[src/sv/hpf_pkg.sv]
package hpf_pkg;

  localparam int MAX_BINS    = 4096;
  localparam int MAX_PEAKS   = 64;
  localparam int WINDOW_HALF = 3;

  localparam int WIN_LEN = 2 * WINDOW_HALF + 1;
  localparam int BIN_AW  = $clog2(MAX_BINS);
  localparam int BIN_CW  = BIN_AW + 1;
  localparam int PK_AW   = $clog2(MAX_PEAKS);
  localparam int PK_CW   = $clog2(MAX_PEAKS + 1);

  localparam int COUNT_W  = 24;
  localparam int BIN_W    = 12;
  localparam int TOTAL_W  = 7;
  localparam int ENT_W    = 32;
  localparam int PM_W     = 10;
  localparam int LIM_W    = 7;
  localparam int PCT_W    = 7;
  localparam int CFG_IW   = 3;
  localparam int CFG_DW   = 32;

  localparam int SCALED_W = COUNT_W + PM_W;
  localparam int THR_W    = PM_W + ENT_W;
  localparam int REJ_W    = COUNT_W + PCT_W;

  localparam logic [PM_W-1:0]  PERMILLE_SCALE = 10'd1000;
  localparam logic [PCT_W-1:0] PERCENT_SCALE  = 7'd100;

  // register indexes
  localparam logic [CFG_IW-1:0] REG_TOTAL_ENTRIES  = 3'd0;
  localparam logic [CFG_IW-1:0] REG_MAJOR_PERMILLE = 3'd1;
  localparam logic [CFG_IW-1:0] REG_MINOR_PERMILLE = 3'd2;
  localparam logic [CFG_IW-1:0] REG_EARLY_LIMIT    = 3'd3;
  localparam logic [CFG_IW-1:0] REG_REJECT_PERCENT = 3'd4;

  localparam logic [ENT_W-1:0] RST_TOTAL_ENTRIES  = '0;
  localparam logic [PM_W-1:0]  RST_MAJOR_PERMILLE = 10'd10;
  localparam logic [PM_W-1:0]  RST_MINOR_PERMILLE = 10'd2;
  localparam logic [LIM_W-1:0] RST_EARLY_LIMIT    = 7'd2;
  localparam logic [PCT_W-1:0] RST_REJECT_PERCENT = 7'd25;

  typedef struct packed {
    logic [COUNT_W-1:0] bin_count;
    logic               last_bin;
  } in_item_t;

  typedef struct packed {
    logic [BIN_W-1:0]   peak_bin;
    logic [COUNT_W-1:0] peak_height;
    logic [TOTAL_W-1:0] peak_total;
    logic               peak_valid;
    logic               last_peak;
  } out_item_t;

  typedef struct packed {
    logic load;      // store one bin
    logic start;     // last bin taken, arm the search
    logic scan_run;  // stream stored bins through the window
    logic drop_eval; // first-peak check
    logic emit_rd;   // read peak list entry
    logic emit_wr;   // load output register
  } ctrl_cmd_t;

  typedef struct packed {
    logic scan_done;
    logic emit_last;
    logic out_free;
  } dp_stat_t;

endpackage

[src/sv/hpf_ctrl.sv]
module hpf_ctrl import hpf_pkg::*; (
  input  logic      clk,
  input  logic      rst_n,
  input  logic      in_valid,
  input  in_item_t  in_data,
  output logic      in_stall,
  input  dp_stat_t  stat,
  output ctrl_cmd_t cmd
);

  localparam logic [2:0] S_IDLE = 3'd0;
  localparam logic [2:0] S_SCAN = 3'd1;
  localparam logic [2:0] S_CHK  = 3'd2;
  localparam logic [2:0] S_DROP = 3'd3;
  localparam logic [2:0] S_RD   = 3'd4;
  localparam logic [2:0] S_WR   = 3'd5;

  logic [2:0] state_r, state_nxt;
  logic       in_beat;

  assign in_stall = (state_r != S_IDLE);
  assign in_beat  = in_valid && !in_stall;

  always_comb begin
    state_nxt     = state_r;
    cmd           = '0;
    cmd.load      = in_beat;
    cmd.start     = in_beat && in_data.last_bin;
    cmd.scan_run  = (state_r == S_SCAN);
    cmd.drop_eval = (state_r == S_DROP);
    cmd.emit_rd   = (state_r == S_RD);
    cmd.emit_wr   = (state_r == S_WR) && stat.out_free;
    unique case (state_r)
      S_IDLE: if (cmd.start) state_nxt = S_SCAN;
      S_SCAN: if (stat.scan_done) state_nxt = S_CHK;
      S_CHK:  state_nxt = S_DROP;
      S_DROP: state_nxt = S_RD;
      S_RD:   state_nxt = S_WR;
      S_WR: begin
        if (stat.out_free) state_nxt = stat.emit_last ? S_IDLE : S_RD;
      end
      default: state_nxt = S_IDLE;
    endcase
  end

  always_ff @(posedge clk) begin
    if (!rst_n) state_r <= S_IDLE;
    else state_r <= state_nxt;
  end

endmodule

[config.mk]
export PLATFORM = sky130hd
export DESIGN_NAME = hpf_ctrl
export DESIGN_NICKNAME = d
export VERILOG_FILES = /design/src/sv/hpf_pkg.sv /design/src/sv/hpf_ctrl.sv
export SDC_FILE = /design/constraint.sdc
export NUM_CORES = 1
export LEC_CHECK = 0
export ABC_CLOCK_PERIOD_IN_PS = 1700
export BUFFER_PORTS_ARGS = -buffer_cell sky130_fd_sc_hd__buf_4
export CAP_MARGIN = 15
export CORE_AREA = 2 2 39 41
export DETAILED_ROUTE_END_ITERATION = 10
export DIE_AREA = 0 0 41 43
export PLACE_DENSITY = 0.51
export REMOVE_ABC_BUFFERS = 1
export SLEW_MARGIN = 20
export SYNTH_ARGS = -nofsm -noshare
export SYNTH_HDL_FRONTEND = slang
export SYNTH_SLANG_ARGS = --single-unit
[constraint.sdc]
create_clock -name clk -period 1.7 [get_ports clk]
set_input_delay 0.34 -clock clk [delete_from_list [all_inputs] [get_ports clk]]
set_output_delay 0.34 -clock clk [all_outputs]
set_load 0.05 [all_outputs]
* Word level (Yosys, flattened, before mapping) *
Index checks and enable logic that the tools add are counted.
W data, S select, Z words.

storage, ports and cells
  flip-flop bits (word level) = 3
  input port bits = 31
  output and inout bits = 7
  logic and storage cells = 21

operators by class
  equality and inequality tests = 8
  muxes and demuxes = 5
  reduce and logical (&&, ||, !) cells = 7

operators with widths
  kind                  count
  $pmux W3 S6           1
  $mux W3               4
  $eq A3 B2 Y1 const B  2
  $eq A3 B3 Y1 const B  2
  $ne A2 B2 Y1 const B  3
  $eq A3 B1 Y1 const B  1
  $logic_and A1 B1 Y1   3
  $logic_not A3 Y1      1
  $reduce_and A3 Y1     1
  $reduce_bool A3 Y1    1
  $logic_not A1 Y1      1

* Longest topological paths before layout *
  word-level depth = 6
  gate-level depth with buffers = 4
  depth with buffers taken out = 3

* Worst setup path before layout *
Ideal clock, no wire load.

  kind = register -> output
  from = register state_r[0]
  to = output cmd[4] in the netlist's numbering
  arrival time = 1774 ps
  required time = 1360 ps
  path slack = -414 ps
  cell stages (with the launch flop) = 4
  path buffers = 1
  cells stage by stage = dfxtp_1 buf_6 or3_1 nor2_1

RTL lines
  item                      line            RTL
  start: declaration        hpf_ctrl.sv:18  logic [2:0] state_r, state_nxt;
  start signal: assignment  hpf_ctrl.sv:48  else state_r <= state_nxt;
  end: declaration          hpf_ctrl.sv:8   output ctrl_cmd_t cmd

==> impl_metrics.tcl <==
set metrics [dict create \
    cell_internal_pwr_w 0.000213 \
    vias_per_cell 4.00 \
    gp_congestion 0.677 \
    ff2ff_path_depth 4 \
    ys_types 19 \
    slew_viol_final 0 \
    ant_nets 0 \
    hold_depth 2 \
    use_met3 0.0471 \
    path_buf_inv 1 \
    max_freq_mhz 624 \
    hold_class "input port to flip-flop" \
    synth_area_leaders "dfxtp_1 (29%), nor2_1 (7.2%), nor3b_1 (7.2%)" \
    rr_startpoint "state_r[0]$_SDFFE_PN0P_" \
    power.share.combinational 0.389 \
    area_growth_pct 70.7 \
    cts_resized 0 \
    diodes 0 \
    initial_core_util 0.151 \
    holdWs_ns 0.337 \
    root_buffer "clkbuf_4" \
    met1_usage 0.0737 \
    cap_violations 0 \
    antenna_found_initial 0 \
    rsz0062_at_grt "no" \
    period_share 0.943 \
    worstPathRequired_ns 1.36 \
    globalRouteMet2Util 0.106 \
    io_pins 38 \
    fp.dieW_um 41 \
    cp_data_arrival_time_ns 1.26 \
    cts_num_sinks 3 \
    avgSynthCellArea_um2 8.04 \
    power.total_w 0.000332 \
    wl_um 563 \
    worst-r2r-setup-slack_ns 0.53 \
    ys_seq_area_frac 0.287 \
    critical-path-top-delay-family "simple AND/OR/NAND/NOR gates" \
    nNetsFinal 76 \
    p_clk_frac 0.376 \
    grt_pass1_vias 212 \
    fin_skew_ns 0.000429 \
    synth-seq-cells 3 \
    synth_area_leader_cell "dfxtp_1" \
    max-slew-margin-rel 0.791 \
    syn_inst 26 \
    grt_pass1_wl_um 828 \
    die_area_um2 1760 \
    endpoint_kind "output pin" \
    post_cts_buffers 0 \
    largest_reg_flops 3 \
    hold_viol_final 0 \
    min_to "state_r[2]$_SDFFE_PN0P_" \
    io_buffers 13 \
    numCtsBuffers 3 \
    p_leak_nw 0.176 \
    syn_area_um2 209 \
    peakVddDrop_mv 0.228 \
    cp-startpoint "state_r[0]$_SDFFE_PN0P_" \
    grt_util_all_layers 0.0782 \
    num_vias 240 \
    top_regs "state_r (3)" \
    post-route-min-period_ns 1.60 \
    largest_register "state_r" \
    die_h_um 43 \
    cts-hold-fix-buffers 0 \
    setup_violations 0 \
    outcome "complete, no violations" \
    switching_share 0.358 \
    overflow 0 \
    core_area_um2 1380 \
    cp-start-kind "flip-flop" \
    grt_max_degree 10 \
    drt-initial-drc-count 4 \
    rows 14 \
    clock_latency_ns 0.23 \
    dr.pass1.iters 2 \
    setup_slack_ns 0.0963 \
    pre_cts_ws_ns 0.336 \
    p_switching_w 0.000119 \
    cp_slowest_cell "or3_1" \
    crit_type "flip-flop to output pin" \
    yosys_warnings 0 \
    drt-wirelength-per-cell_um 9.38 \
    drive_gt1_frac 0.432 \
    tightest_slew_ns 0.313 \
    power.density_nw_per_um2 932 \
    htree_levels 1 \
    critical-path-max-stage-delay_ns 0.41 \
    crit_path_max_fanout 3 \
    tritoncts "done" \
    clkTransAtPathRegs_ns 0.04 \
    worstHoldStart "rst_n" \
    power.share.sequential 0.236 \
    cts_buffer_depth 2 \
    post-route-util 0.258 \
    synth_top_cell_area_share 0.287 \
    drc 0 \
    cp_cell_sequence "or3_1 -> nor2_1 -> buf_4" \
    top_usage_layer "met2" \
    r2r_end "state_r[0]$_SDFFE_PN0P_" \
]
placed cells by master (no fill, tap or decap):
cell,n
a2111oi_1,1
a21oi_1,1
a31oi_1,1
and3_1,1
and3b_1,1
buf_4,16
clkbuf_1,1
clkbuf_4,3
dfxtp_1,3
inv_1,1
mux2_1,1
mux2i_1,1
nand2_1,2
nand2b_1,1
nor2_1,4
nor2b_1,1
nor3b_1,2
o21a_1,1
o21ai_0,1
or3_1,1
metal layers:
| layer | part of all wire | up-vias |
|---|---|---|
| li1 | - | 126 |
| met1 | 0.43 | 104 |
| met2 | 0.46 | 10 |
| met3 | 0.11 | 0 |
| met4 | 0 | 0 |
| met5 | 0 | - |
cell type report:
type | count | area, um2
fill | 163 | 1030
multi-input combinational | 20 | 126
timing repair buffer | 16 | 120
sequential | 3 | 60.1
clock buffer | 4 | 26.3
tap | 16 | 20.0
inverter | 1 | 3.75
synth_stat cells:
master     instances
dfxtp_1            3
mux2i_1            1
mux2_1             1
nand2_1            2
or3_1              1
and3_1             1
nand2b_1           1
and3b_1            1
nor3b_1            2
o21a_1             1
a2111oi_1          1
inv_1              1
buf_4              1
a31oi_1            1
nor2b_1            1
nor2_1             4
o21ai_0            1
a21oi_1            1
buf_6              1
how the worst max path moves through the flow:
stage,depth (start not counted),to,slack [ns]
2_1_floorplan,2,cmd[4],-0.38
3_3_place_gp,3,cmd[4],0.35
3_5_place_dp,3,cmd[4],0.34
4_1_cts,3,cmd[4],0.08
5_1_grt,3,cmd[4],0.04
6_report,3,cmd[4],0.1
power groups by stage:
| stage | clock (W) | combinational [W] | sequential (W) |
|---|---|---|---|
| after CTS | 0.000131 | 0.000130 | 0.0000783 |
| after global routing | 0.000144 | 0.000137 | 0.0000790 |
| after floorplan | 0 | 0.0000764 | 0.0000856 |
| final | 0.000125 | 0.000129 | 0.0000783 |
| after detailed placement | 0 | 0.000130 | 0.0000794 |
| after global placement | 0 | 0.000129 | 0.0000795 |
through the flow:
| step | instances | TNS, ns | cell area, um2 |
|---|---|---|---|
| after floorplan | 24 | -1.01 | 190 |
| after global placement | 56 | 0 | 330 |
| after detailed placement | 56 | 0 | 330 |
| after CTS | 60 | 0 | 357 |
| after global routing | 60 | 0 | 357 |
| final | 60 | 0 | 357 |
kinds of logic (layout without fill, tap and decap cells):
logic type / count (synthesis) / in the layout / share of synthesized area
muxes: 2 / 2 / 0.102
and+or+nand+nor: 13 / 13 / 0.341
AOI/OAI and AO/OA: 5 / 5 / 0.162
DFF: 3 / 3 / 0.287
buffers and inverters: 3 / 21 / 0.108
Power figures use the tool's default switching activity.
